### src/rtl/cdi_pkg.sv
`timescale 1ns / 1ps

package cdi_pkg;

  localparam int unsigned YearW  = 14;
  localparam int unsigned MonthW = 4;
  localparam int unsigned DayW   = 5;
  localparam int unsigned WdW    = 3;
  localparam int unsigned DoyW   = 9;
  localparam int unsigned MaskW  = 7;
  localparam int unsigned CfgW   = 7;
  localparam int unsigned CfgIdxW = 1;

  // Year shifted by 400 for the weekday sum, and its quotient by 100.
  localparam int unsigned ShYearW = 15;
  localparam int unsigned CentW   = 8;

  localparam logic [ShYearW-1:0] YearShift  = 15'd400;
  localparam logic [DoyW-1:0]    YearLen    = 9'd365;
  localparam logic [DoyW-1:0]    LeapLen    = 9'd366;
  localparam logic [DayW-1:0]    FebLen     = 5'd28;
  localparam logic [DayW-1:0]    FebLeapLen = 5'd29;
  localparam logic [MonthW-1:0]  MonthDec   = 4'd12;
  localparam logic [WdW-1:0]     DaysWeek   = 3'd7;

  localparam logic [MaskW-1:0] WeekendMaskRst = 7'd96;
  localparam logic [WdW-1:0]   LastWeekdayRst = 3'd6;

  typedef enum logic [CfgIdxW-1:0] {
    CfgWeekendMask = 1'b0,
    CfgLastWeekday = 1'b1
  } cfg_idx_e;

  // Days of the months before this one, common year.
  function automatic logic [DoyW-1:0] cum_days(input logic [MonthW-1:0] m);
    logic [DoyW-1:0] r;
    case (m)
      4'd1:    r = 9'd0;
      4'd2:    r = 9'd31;
      4'd3:    r = 9'd59;
      4'd4:    r = 9'd90;
      4'd5:    r = 9'd120;
      4'd6:    r = 9'd151;
      4'd7:    r = 9'd181;
      4'd8:    r = 9'd212;
      4'd9:    r = 9'd243;
      4'd10:   r = 9'd273;
      4'd11:   r = 9'd304;
      default: r = 9'd334;
    endcase
    return r;
  endfunction

  // Month length, common year.
  function automatic logic [DayW-1:0] month_len(input logic [MonthW-1:0] m);
    logic [DayW-1:0] r;
    case (m)
      4'd2:    r = 5'd28;
      4'd4,
      4'd6,
      4'd9,
      4'd11:   r = 5'd30;
      default: r = 5'd31;
    endcase
    return r;
  endfunction

  // floor(31 * m' / 12), where m' counts March as 1 and February as 12.
  function automatic logic [DayW-1:0] month_term(input logic [MonthW-1:0] m);
    logic [DayW-1:0] r;
    case (m)
      4'd1:    r = 5'd28;
      4'd2:    r = 5'd31;
      4'd3:    r = 5'd2;
      4'd4:    r = 5'd5;
      4'd5:    r = 5'd7;
      4'd6:    r = 5'd10;
      4'd7:    r = 5'd12;
      4'd8:    r = 5'd15;
      4'd9:    r = 5'd18;
      4'd10:   r = 5'd20;
      4'd11:   r = 5'd23;
      default: r = 5'd25;
    endcase
    return r;
  endfunction

endpackage

### src/rtl/calendar_date_info.sv
`timescale 1ns / 1ps

// Channel  | Ports                                        | Handshake
// ---------+----------------------------------------------+---------------------------
// date in  | year_i, month_i, day_i                       | start_i high, busy_o low
// info out | weekday_o .. date_valid_o                    | done_o high for one cycle
// config   | cfg_we_i, cfg_idx_i, cfg_wdata_i             | cfg_we_i high, no wait
//
// A word is taken every cycle; busy_o stays low. Results pass through the input
// register and three stages: divide by 100, leap and weekday sum, then mod 7
// and the day counts.
// Reset clears the stage valid bits and loads the weekend mask and last weekday.
// The receiver cannot stall; done_o words must be taken as they appear.

module calendar_date_info (
  input  logic                          clk_i,
  input  logic                          rst_ni,
  input  logic                          start_i,
  output logic                          busy_o,
  input  logic [cdi_pkg::YearW-1:0]     year_i,
  input  logic [cdi_pkg::MonthW-1:0]    month_i,
  input  logic [cdi_pkg::DayW-1:0]      day_i,
  input  logic                          cfg_we_i,
  input  logic [cdi_pkg::CfgIdxW-1:0]   cfg_idx_i,
  input  logic [cdi_pkg::CfgW-1:0]      cfg_wdata_i,
  output logic                          done_o,
  output logic [cdi_pkg::WdW-1:0]       weekday_o,
  output logic                          leap_year_o,
  output logic [cdi_pkg::DoyW-1:0]      day_of_year_o,
  output logic                          end_of_week_o,
  output logic                          weekend_o,
  output logic                          business_day_o,
  output logic [cdi_pkg::WdW-1:0]       days_to_week_end_o,
  output logic [cdi_pkg::DayW-1:0]      days_to_month_end_o,
  output logic [cdi_pkg::DoyW-1:0]      days_to_year_end_o,
  output logic                          date_valid_o
);

  localparam int unsigned YW = cdi_pkg::ShYearW;
  localparam int unsigned CW = cdi_pkg::CentW;
  localparam int unsigned FoldW = 6;
  localparam int unsigned Fold2W = 4;

  logic [cdi_pkg::MaskW-1:0] weekend_mask_q;
  logic [cdi_pkg::WdW-1:0]   last_weekday_q;

  always_ff @(posedge clk_i or negedge rst_ni) begin
    if (!rst_ni) begin
      weekend_mask_q <= cdi_pkg::WeekendMaskRst;
      last_weekday_q <= cdi_pkg::LastWeekdayRst;
    end else if (cfg_we_i) begin
      unique case (cdi_pkg::cfg_idx_e'(cfg_idx_i))
        cdi_pkg::CfgWeekendMask: weekend_mask_q <= cfg_wdata_i[cdi_pkg::MaskW-1:0];
        cdi_pkg::CfgLastWeekday: last_weekday_q <= cfg_wdata_i[cdi_pkg::WdW-1:0];
        default: ;
      endcase
    end
  end

  assign busy_o = 1'b0;

  // Input register
  logic                       s0_vld_q;
  logic [cdi_pkg::YearW-1:0]  s0_year_q;
  logic [cdi_pkg::MonthW-1:0] s0_month_q;
  logic [cdi_pkg::DayW-1:0]   s0_day_q;

  always_ff @(posedge clk_i or negedge rst_ni) begin
    if (!rst_ni) begin
      s0_vld_q <= 1'b0;
    end else begin
      s0_vld_q <= start_i;
    end
  end

  always_ff @(posedge clk_i) begin
    if (start_i) begin
      s0_year_q  <= year_i;
      s0_month_q <= month_i;
      s0_day_q   <= day_i;
    end
  end

  // Stage 1: normalize month, shift year, divide by 100
  logic                       s1_ok_d;
  logic [cdi_pkg::MonthW-1:0] s1_mon_d;
  logic                       s1_jf_d;
  logic [YW-1:0]              s1_y_d;
  logic [CW-1:0]              s1_qy_d;
  logic [CW-1:0]              s1_qyr_d;

  assign s1_ok_d  = (s0_month_q != '0) && (s0_month_q <= cdi_pkg::MonthDec);
  assign s1_mon_d = s1_ok_d ? s0_month_q : cdi_pkg::MonthDec;
  assign s1_jf_d  = (s1_mon_d <= cdi_pkg::MonthW'(2));
  assign s1_y_d   = YW'(s0_year_q) + cdi_pkg::YearShift - YW'(s1_jf_d);

  cdi_div100 u_div_shifted (
    .num_i (s1_y_d),
    .quo_o (s1_qy_d)
  );

  cdi_div100 u_div_year (
    .num_i (YW'(s0_year_q)),
    .quo_o (s1_qyr_d)
  );

  logic                       s1_vld_q;
  logic [cdi_pkg::YearW-1:0]  s1_year_q;
  logic [CW-1:0]              s1_qyr_q;
  logic [YW-1:0]              s1_y_q;
  logic [CW-1:0]              s1_qy_q;
  logic [cdi_pkg::DayW-1:0]   s1_day_q;
  logic                       s1_ok_q;
  logic                       s1_feb_q;
  logic                       s1_late_q;
  logic [cdi_pkg::DayW-1:0]   s1_mterm_q;
  logic [cdi_pkg::DoyW-1:0]   s1_cum_q;
  logic [cdi_pkg::DayW-1:0]   s1_mlen_q;

  always_ff @(posedge clk_i or negedge rst_ni) begin
    if (!rst_ni) begin
      s1_vld_q <= 1'b0;
    end else begin
      s1_vld_q <= s0_vld_q;
    end
  end

  always_ff @(posedge clk_i) begin
    if (s0_vld_q) begin
      s1_year_q  <= s0_year_q;
      s1_qyr_q   <= s1_qyr_d;
      s1_y_q     <= s1_y_d;
      s1_qy_q    <= s1_qy_d;
      s1_day_q   <= s0_day_q;
      s1_ok_q    <= s1_ok_d;
      s1_feb_q   <= (s1_mon_d == cdi_pkg::MonthW'(2));
      s1_late_q  <= !s1_jf_d;
      s1_mterm_q <= cdi_pkg::month_term(s1_mon_d);
      s1_cum_q   <= cdi_pkg::cum_days(s1_mon_d);
      s1_mlen_q  <= cdi_pkg::month_len(s1_mon_d);
    end
  end

  // Stage 2: leap flag, weekday sum, day of year base
  logic [cdi_pkg::YearW-1:0] s2_hund_d;
  logic                      s2_cent_d;
  logic                      s2_leap_d;
  logic [YW-1:0]             s2_wsum_d;
  logic [cdi_pkg::DoyW-1:0]  s2_doy_d;
  logic [cdi_pkg::DayW-1:0]  s2_mlen_d;

  assign s2_hund_d = cdi_pkg::YearW'(s1_qyr_q) * cdi_pkg::YearW'(100);
  assign s2_cent_d = (s1_year_q == s2_hund_d);
  assign s2_leap_d = ((s1_year_q[1:0] == 2'd0) && !s2_cent_d)
                  || (s2_cent_d && (s1_qyr_q[1:0] == 2'd0));
  assign s2_wsum_d = YW'(s1_day_q) + s1_y_q + (s1_y_q >> 2) - YW'(s1_qy_q)
                   + YW'(s1_qy_q >> 2) + YW'(s1_mterm_q);
  assign s2_doy_d  = s1_cum_q + cdi_pkg::DoyW'(s1_day_q);
  assign s2_mlen_d = s1_feb_q ? (s2_leap_d ? cdi_pkg::FebLeapLen : cdi_pkg::FebLen)
                              : s1_mlen_q;

  logic                      s2_vld_q;
  logic [YW-1:0]             s2_wsum_q;
  logic                      s2_leap_q;
  logic [cdi_pkg::DoyW-1:0]  s2_doy_q;
  logic                      s2_late_q;
  logic [cdi_pkg::DayW-1:0]  s2_mlen_q;
  logic [cdi_pkg::DayW-1:0]  s2_day_q;
  logic                      s2_ok_q;

  always_ff @(posedge clk_i or negedge rst_ni) begin
    if (!rst_ni) begin
      s2_vld_q <= 1'b0;
    end else begin
      s2_vld_q <= s1_vld_q;
    end
  end

  always_ff @(posedge clk_i) begin
    if (s1_vld_q) begin
      s2_wsum_q <= s2_wsum_d;
      s2_leap_q <= s2_leap_d;
      s2_doy_q  <= s2_doy_d;
      s2_late_q <= s1_late_q;
      s2_mlen_q <= s2_mlen_d;
      s2_day_q  <= s1_day_q;
      s2_ok_q   <= s1_ok_q;
    end
  end

  // Stage 3: mod 7 by octal digit folding, day counts, config lookups
  logic [FoldW-1:0]          fold1;
  logic [Fold2W-1:0]         fold2;
  logic [cdi_pkg::WdW-1:0]   wd_d;
  logic [cdi_pkg::WdW-1:0]   last_eff;
  logic [Fold2W-1:0]         to_week_sum;
  logic [cdi_pkg::WdW-1:0]   to_week_d;
  logic [cdi_pkg::DoyW-1:0]  ylen;
  logic [cdi_pkg::DoyW-1:0]  doy_adj;
  logic [cdi_pkg::DoyW-1:0]  doy_d;
  logic [cdi_pkg::DayW-1:0]  to_month_d;
  logic                      valid_d;
  logic                      wkend_d;

  assign fold1 = FoldW'(s2_wsum_q[2:0]) + FoldW'(s2_wsum_q[5:3]) + FoldW'(s2_wsum_q[8:6])
               + FoldW'(s2_wsum_q[11:9]) + FoldW'(s2_wsum_q[14:12]);
  assign fold2 = Fold2W'(fold1[2:0]) + Fold2W'(fold1[5:3]);
  assign wd_d  = (fold2 >= Fold2W'(cdi_pkg::DaysWeek))
               ? cdi_pkg::WdW'(fold2 - Fold2W'(cdi_pkg::DaysWeek))
               : cdi_pkg::WdW'(fold2);

  assign last_eff    = (last_weekday_q == cdi_pkg::DaysWeek) ? '0 : last_weekday_q;
  assign to_week_sum = Fold2W'(last_eff) + Fold2W'(cdi_pkg::DaysWeek) - Fold2W'(wd_d);
  assign to_week_d   = (to_week_sum >= Fold2W'(cdi_pkg::DaysWeek))
                     ? cdi_pkg::WdW'(to_week_sum - Fold2W'(cdi_pkg::DaysWeek))
                     : cdi_pkg::WdW'(to_week_sum);

  assign ylen    = s2_leap_q ? cdi_pkg::LeapLen : cdi_pkg::YearLen;
  assign doy_adj = s2_doy_q + cdi_pkg::DoyW'(s2_leap_q && s2_late_q);
  assign doy_d   = (doy_adj > ylen) ? ylen : doy_adj;

  assign to_month_d = (s2_mlen_q > s2_day_q) ? (s2_mlen_q - s2_day_q) : '0;
  assign valid_d    = s2_ok_q && (s2_day_q != '0) && (s2_day_q <= s2_mlen_q);
  assign wkend_d    = weekend_mask_q[wd_d];

  logic done_q;

  always_ff @(posedge clk_i or negedge rst_ni) begin
    if (!rst_ni) begin
      done_q <= 1'b0;
    end else begin
      done_q <= s2_vld_q;
    end
  end

  always_ff @(posedge clk_i) begin
    if (s2_vld_q) begin
      weekday_o           <= wd_d;
      leap_year_o         <= s2_leap_q;
      day_of_year_o       <= doy_d;
      end_of_week_o       <= (wd_d == last_weekday_q);
      weekend_o           <= wkend_d;
      business_day_o      <= !wkend_d;
      days_to_week_end_o  <= to_week_d;
      days_to_month_end_o <= to_month_d;
      days_to_year_end_o  <= ylen - doy_d;
      date_valid_o        <= valid_d;
    end
  end

  assign done_o = done_q;

endmodule

### src/rtl/cdi_div100.sv
`timescale 1ns / 1ps

module cdi_div100 (
  input  logic [cdi_pkg::ShYearW-1:0] num_i,
  output logic [cdi_pkg::CentW-1:0]   quo_o
);

  localparam int unsigned RecipW = 13;
  localparam int unsigned Shift  = 19;
  localparam int unsigned ProdW  = cdi_pkg::ShYearW + RecipW;
  localparam logic [RecipW-1:0] Recip = 13'd5243;

  logic [ProdW-1:0] prod;

  // 5243 / 2^19 is exact for floor(n / 100) over the 15-bit range; quo_o keeps its low 8 bits
  assign prod  = ProdW'(num_i) * ProdW'(Recip);
  assign quo_o = prod[Shift +: cdi_pkg::CentW];

endmodule

### config.mk
export PLATFORM = sky130hd
export DESIGN_NAME = calendar_date_info
export DESIGN_NICKNAME = d
export VERILOG_FILES = /design/src/rtl/cdi_pkg.sv /design/src/rtl/calendar_date_info.sv /design/src/rtl/cdi_div100.sv
export SDC_FILE = /design/constraint.sdc
export NUM_CORES = 1
export LEC_CHECK = 0
export BUFFER_PORTS_ARGS = -buffer_cell sky130_fd_sc_hd__buf_4
export CAP_MARGIN = 20
export CORE_AREA = 2 2 166 168
export DETAILED_ROUTE_END_ITERATION = 8
export DIE_AREA = 0 0 168 170
export GPL_TIMING_DRIVEN = 0
export PLACE_DENSITY = 0.86
export SLEW_MARGIN = 20
export SYNTH_ARGS = -nofsm -noshare
export SYNTH_HDL_FRONTEND = slang
export SYNTH_SLANG_ARGS = --single-unit
### constraint.sdc
create_clock -name clk_i -period 9.9 [get_ports clk_i]
set_clock_uncertainty 0.2 [all_clocks]
set_input_delay 0.495 -clock clk_i [delete_from_list [all_inputs] [get_ports clk_i]]
set_output_delay 0.495 -clock clk_i [all_outputs]
set_load 0.01 [all_outputs]
# Yosys cells after proc, flatten, opt, wreduce, memory -nomap -nowiden
# Memory sizes are Yosys's and may differ from the RTL's. A register that Yosys moved wholly into a read port is not among the register bits.
# Cells that the tools add are included.
[totals] mem_bits_ro=224 word_cells=105 n_memories=2 input_bits=35 out_inout_bits=36 ff_bits=166
[op_classes] order_cmp=8 bitwise=1 multipliers=3 n_reduce_logical=17 n_mux=11 eq_ne=8 add_sub_neg=20
[mem_list] name="(no name shown)" depth=16 width=9 read_ports=1 rd_clocked_by_memory_dff=1 write_ports=0 line_no="cdi_pkg.sv:37" text="case (m)"
[mem_list] name="(no name shown)" depth=16 width=5 read_ports=1 rd_clocked_by_memory_dff=1 write_ports=0 line_no="cdi_pkg.sv:71" text="case (m)"
[op_table] cell="$mul A14 B13 Y27 const B" n=1
[op_table] cell="$mul A15 B13 Y27 const B" n=1
[op_table] cell="$add A14 B9 Y15 const B" n=1
[op_table] cell="$add A15 B13 Y15" n=1
[op_table] cell="$add A15 B5 Y15" n=1
[op_table] cell="$add A15 B6 Y15" n=1
[op_table] cell="$add A5 B15 Y15" n=1
[op_table] cell="$sub A15 B1 Y15" n=1
[op_table] cell="$sub A15 B8 Y15" n=1
[op_table] cell="$eq A14 B14 Y1" n=1
[op_table] cell="$mul A8 B5 Y12 const B" n=1
[op_table] cell="$add A9 B1 Y9" n=1
[op_table] cell="$add A9 B5 Y9" n=1
[op_table] cell="$gt A9 B9 Y1" n=1
[op_table] cell="$mux W3" n=3
[op_table] cell="$mux W9" n=1
[op_table] cell="$sub A9 B9 Y9" n=1
[op_table] cell="$add A3 B3 Y4" n=2
[op_table] cell="$eq A4 B3 Y1 const B" n=2
[op_table] cell="$eq A4 B4 Y1 const B" n=2
[op_table] cell="$ge A4 B3 Y1 const B" n=2
[op_table] cell="$add A5 B3 Y6" n=1
[op_table] cell="$add A6 B3 Y6" n=1
[op_table] cell="$logic_and A1 B1 Y1" n=6
[op_table] cell="other kinds (27)" n=33

# Longest topological paths before layout
[logic_depth] depth_word=10 ltp_mapped=40 mapped_depth_nobuf=39

# Hierarchy
# A second synthesis with hierarchy kept.
[unflattened] hier_cells=1579 area_unflattened_um2=17584.4
[modules_own_cells] module="calendar_date_info" area_each_um2=10480.1 seq_area_each_um2=5159.9 cells_per_inst=863 instances=1
[modules_own_cells] module="cdi_div100 at u_div_year" area_each_um2=3594.7 seq_area_each_um2=0.0 cells_per_inst=369 instances=1
[modules_own_cells] module="cdi_div100 at u_div_shifted" area_each_um2=3509.6 seq_area_each_um2=0.0 cells_per_inst=347 instances=1

# Worst setup path before layout
# No wires, ideal clock.
[synth_path] path_kind="reg-to-reg" start="reg s0_month_q[0] in the netlist's numbering" end="reg s1_qy_q[7], data pin" setup_ps=274 path_stages_with_launch=38 synth_period_minus_slack_ps=8945 n_path_buf=1 t_arrival_ps=8471 slack_ps=955 cell_sequence="edfxtp_1 or2_2 clkbuf_1 nand3_1 and2_1 ha_1 mux2_2 and2_1 ha_1 inv_1 ha_1 inv_1 fa_1 nor2b_1 o21ai_1 nand2b_1 a211o_1 a211o_1 [... 2 more ...] inv_1 fa_1 inv_1 ha_1 fa_1 fa_1 inv_1 fa_1 inv_1 ha_1 a21oi_1 o21ai_0 a311o_1 a221oi_2 nor2_2 a2111oi_4 xnor2_1 xnor2_1"
[synth_between] elab_chain_cells=6 word_cells_on_any_way=7
[synth_lines] element="from (decl)" line_no="calendar_date_info.sv:65" text="logic [cdi_pkg::MonthW-1:0] s0_month_q;"
[synth_lines] element="from (signal assigned)" line_no="calendar_date_info.sv:79" text="s0_month_q <= month_i;"
[synth_lines] element="$le A4 B4 Y1 or $reduce_bool A4 Y1 (tied branches)" line_no="calendar_date_info.sv:92" text="assign s1_ok_d = (s0_month_q != '0) && (s0_month_q <= cdi_pkg::MonthDec);"
[synth_lines] element="$logic_and A1 B1 Y1" line_no="calendar_date_info.sv:92"
[synth_lines] element="$mux W4 (*)" line_no="calendar_date_info.sv:93" text="assign s1_mon_d = s1_ok_d ? s0_month_q : cdi_pkg::MonthDec;"
[synth_lines] element="$le A4 B2 Y1 (*)" line_no="calendar_date_info.sv:94" text="assign s1_jf_d = (s1_mon_d <= cdi_pkg::MonthW'(2));"
[synth_lines] element="$sub A15 B1 Y15 (*)" line_no="calendar_date_info.sv:95" text="assign s1_y_d = YW'(s0_year_q) + cdi_pkg::YearShift - YW'(s1_jf_d);"
[synth_lines] element="via s1_y_d[11]" line_no="calendar_date_info.sv:88" text="logic [YW-1:0] s1_y_d;"
[synth_lines] element="$mul A15 B13 Y27 (*)" line_no="cdi_div100.sv:16" text="assign prod = ProdW'(num_i) * ProdW'(Recip);"
[synth_lines] element="via s1_qy_d[7]" line_no="calendar_date_info.sv:89" text="logic [CW-1:0] s1_qy_d;"
[synth_lines] element="to (signal assigned)" line_no="calendar_date_info.sv:133" text="s1_qy_q <= s1_qy_d;"
[synth_lines] element="to (decl)" line_no="calendar_date_info.sv:111" text="logic [CW-1:0] s1_qy_q;"
# Mark *: on every way through the listed nets, which the timed path passes. The rest lies on a longest branch.
# A chain may end at the register's enable or synchronous reset.

# Final worst setup path
[layout_path] start="reg s0_month_q[1] in the netlist's numbering" end="reg s1_qy_q[7], data pin"
# The elaborated chain is that of the path after synthesis.

==> qor.txt <==
Crit path top cell by count = inv_1
Vias in the first global route = 11439
Die Span Y = 170 um
Synthesized net count = 1996
Max-Cap Viols = 0
Number of synthesized flops with an enable pin = 160
Hold_ws = 0.0196 ns
WL/cell = 16.9 um
Crit end category = flop
R2r endpoint = s1_qy_q[7]
Setup TNS = 0 ns
I/O pins = 71
Sink Count = 174
Max Root-Sink Buffers = 2
Worst slew pin tran = 1.05 ns
Core area = 26700 um^2
Die W = 168 um
Netlist Area Pre-Place = 16900 um^2
Slew margin rel. = 0.298
Clk_lat worst skew = 0.45 ns
Synthesized area per cell = 11.4 um^2
Filler instances = 1767
Final nets = 2086
R2R Setup Slk = 0.42 ns
Share of cells above drive strength 1 = 0.0964
CP startpoint kind = flop
Area added between synthesis and finish = 9.62%
Num CTS Buffers = 17
I/O Buffers = 69
Commonest non-fill, non-tap cell in the layout = inv_1
Yosys warns = 0
Clk root buf = clkbuf_16
Commonest cells after routing, fill and taps aside = inv_1, ha_1, fa_1, edfxtp_1, buf_4
Hold WC Path Type = in -> reg
Post-place setup slack = -0.225 ns
Fin crit period = 9.48 ns
R2r startpoint = s0_month_q[1]
GRT overflow = 0
DIE AREA = 28600 um^2
Largest net degree at the start of global routing = 44
Outcome = finished clean
Post-synthesis sequential area ratio = 0.305
Post-route setup slack = 0.418 ns
Final Max Tran Viols = 0
Vias per cell = 5.60
HPWL after detailed placement = 25600 um
H-Tree Depth = 4
Initial antenna violation count = 0
Async set-or-reset flop fraction in the synthesized netlist = 0.0805
Setup Crit Path Kind = reg -> reg
Total Routing Usage GR = 0.245
CP required = 9.86 ns
Slowest-stage cell, CP = fa_1
Placement Rows = 60
Period utilization = 0.958
Top FF cell, synth = edfxtp_1
Synthesis-stage register bit count = 174
Fmax = 105 MHz
Number of detailed-route iterations in the first pass = 8
Routed via count = 10792
First-pass GRT wire length = 55200 um
Routed WL = 32600 um
Initial Utilization = 0.635
Setup crit end = s1_qy_q[7]
Crit path from = s0_month_q[1]
Setup violators final = 0
CTS tree = yes
Detail Route Antenna Nets = 0
Crit path DAT = 9.45 ns
Ant. Diodes = 0
Critical Path Fanout Max = 10
Synth cell types = 66
Clk slew on worst S/H paths = 0.08 ns
Fin. Hold Viols = 0
Initial drt markers = 832
Cells after Synth = 1484
DRC Markers = 0
GP Congestion = 0.896
Worst r2r path cells = 37
Largest stage delay, worst path = 0.54 ns
-- synthesized netlist by cell type (11+ instances only) --
master	number	area (um^2)
fa_1	170	3400
xnor2_1	69	604
mux2_2	14	158
nor2b_1	19	119
a21o_1	26	195
clkbuf_1	11	41.3
nand3_1	15	75.1
nor3_1	19	95.1
nand2_1	35	131
inv_1	337	1260
xor2_1	26	228
nor2_1	52	195
edfxtp_1	160	4800
o21ai_0	31	155
a21oi_1	55	275
ha_1	307	3840
-- stage by stage --
step / instances / instance area, um^2 / utilization
after floorplan: 1484 / 16900 / -
after global placement: 1894 / 17900 / 0.671
after detailed placement: 1895 / 17900 / 0.672
after CTS: 1929 / 18500 / 0.695
after global routing: 1928 / 18600 / 0.696
final: 1928 / 18600 / 0.696
-- layout make-up --
class | instances | area (um^2) | area share
buffer | 9 | 37.5 | 0.00202
inverter | 339 | 1270 | 0.0686
clock buffer | 17 | 425 | 0.0229
tap | 341 | 427 | 0.0230
sequential | 174 | 5170 | 0.278
multi-input combinational | 959 | 10500 | 0.566
timing repair buffer | 74 | 571 | 0.0307
clock inverter | 15 | 151 | 0.00816
-- state kept, by name (all words and copies together), names as in the netlist, 5 cells and up --
register / count
s1_y_q: 15
s2_wsum_q: 15
s0_year_q: 14
s1_year_q: 14
day_of_year_o: 9
days_to_year_end_o: 9
s1_cum_q: 9
s2_doy_q: 9
s1_qy_q: 8
s1_qyr_q: 8
weekend_mask_q: 7
days_to_month_end_o: 5
s0_day_q: 5
s1_day_q: 5
s1_mterm_q: 5
s2_day_q: 5
-- kinds of logic after synthesis --
logic type | synth area share
adders and majority gates | 0.428
buffers and inverters | 0.0780
and+or+nand+nor | 0.0587
DFF | 0.305
AOI/OAI and AO/OA | 0.0681
xor gates and xnor gates | 0.0501
muxes | 0.0123
other | 0.000221
-- worst min-delay path by stage --
stage,slack [ns],startpoint,cells past startpoint,endpoint
global placement,0.15,rst_ni,1,weekend_mask_q[3]
finish,0.02,day_i[3],1,s0_day_q[3]
CTS,0.007,day_i[4],1,s0_day_q[4]
floorplan,-0.0006,rst_ni,0,done_o
global route,0.004,day_i[4],1,s0_day_q[4]
detailed placement,0.15,rst_ni,1,weekend_mask_q[4]
-- routing by layer --
| metal | GRT usage | wire [um] |
|---|---|---|
| met2 | 0.437 | 16700 |
| met3 | 0.0423 | 1590 |
| met4 | 0.0919 | 965 |
| met1 | 0.299 | 13300 |
| met5 | 0 | 0 |
-- critical path, delay by kind of cell, from the launching register on --
kind	cells	cell delay [ns]
fa+ha+maj	10	3.42
compound gates	9	2.54
flops	1	0.40
mux	1	0.14
xor+xnor	2	0.28
buf+inv	8	0.78
simple gates	7	1.44
-- repair_timing --
action / 4_1_cts / 5_1_grt
gates cloned: 0 / 0
pin swaps: 0 / 2
endpoints found under the hold margin: 14 / 0
setup endpoints to repair: 4 / 5
resized for setup: 4 / 8
setup buffers: 1 / 2
hold buffers: 1 / 0
Power is left out: the tool's default activity adds up to more than one toggle a clock period on the data nets, which glitch-free logic cannot reach.
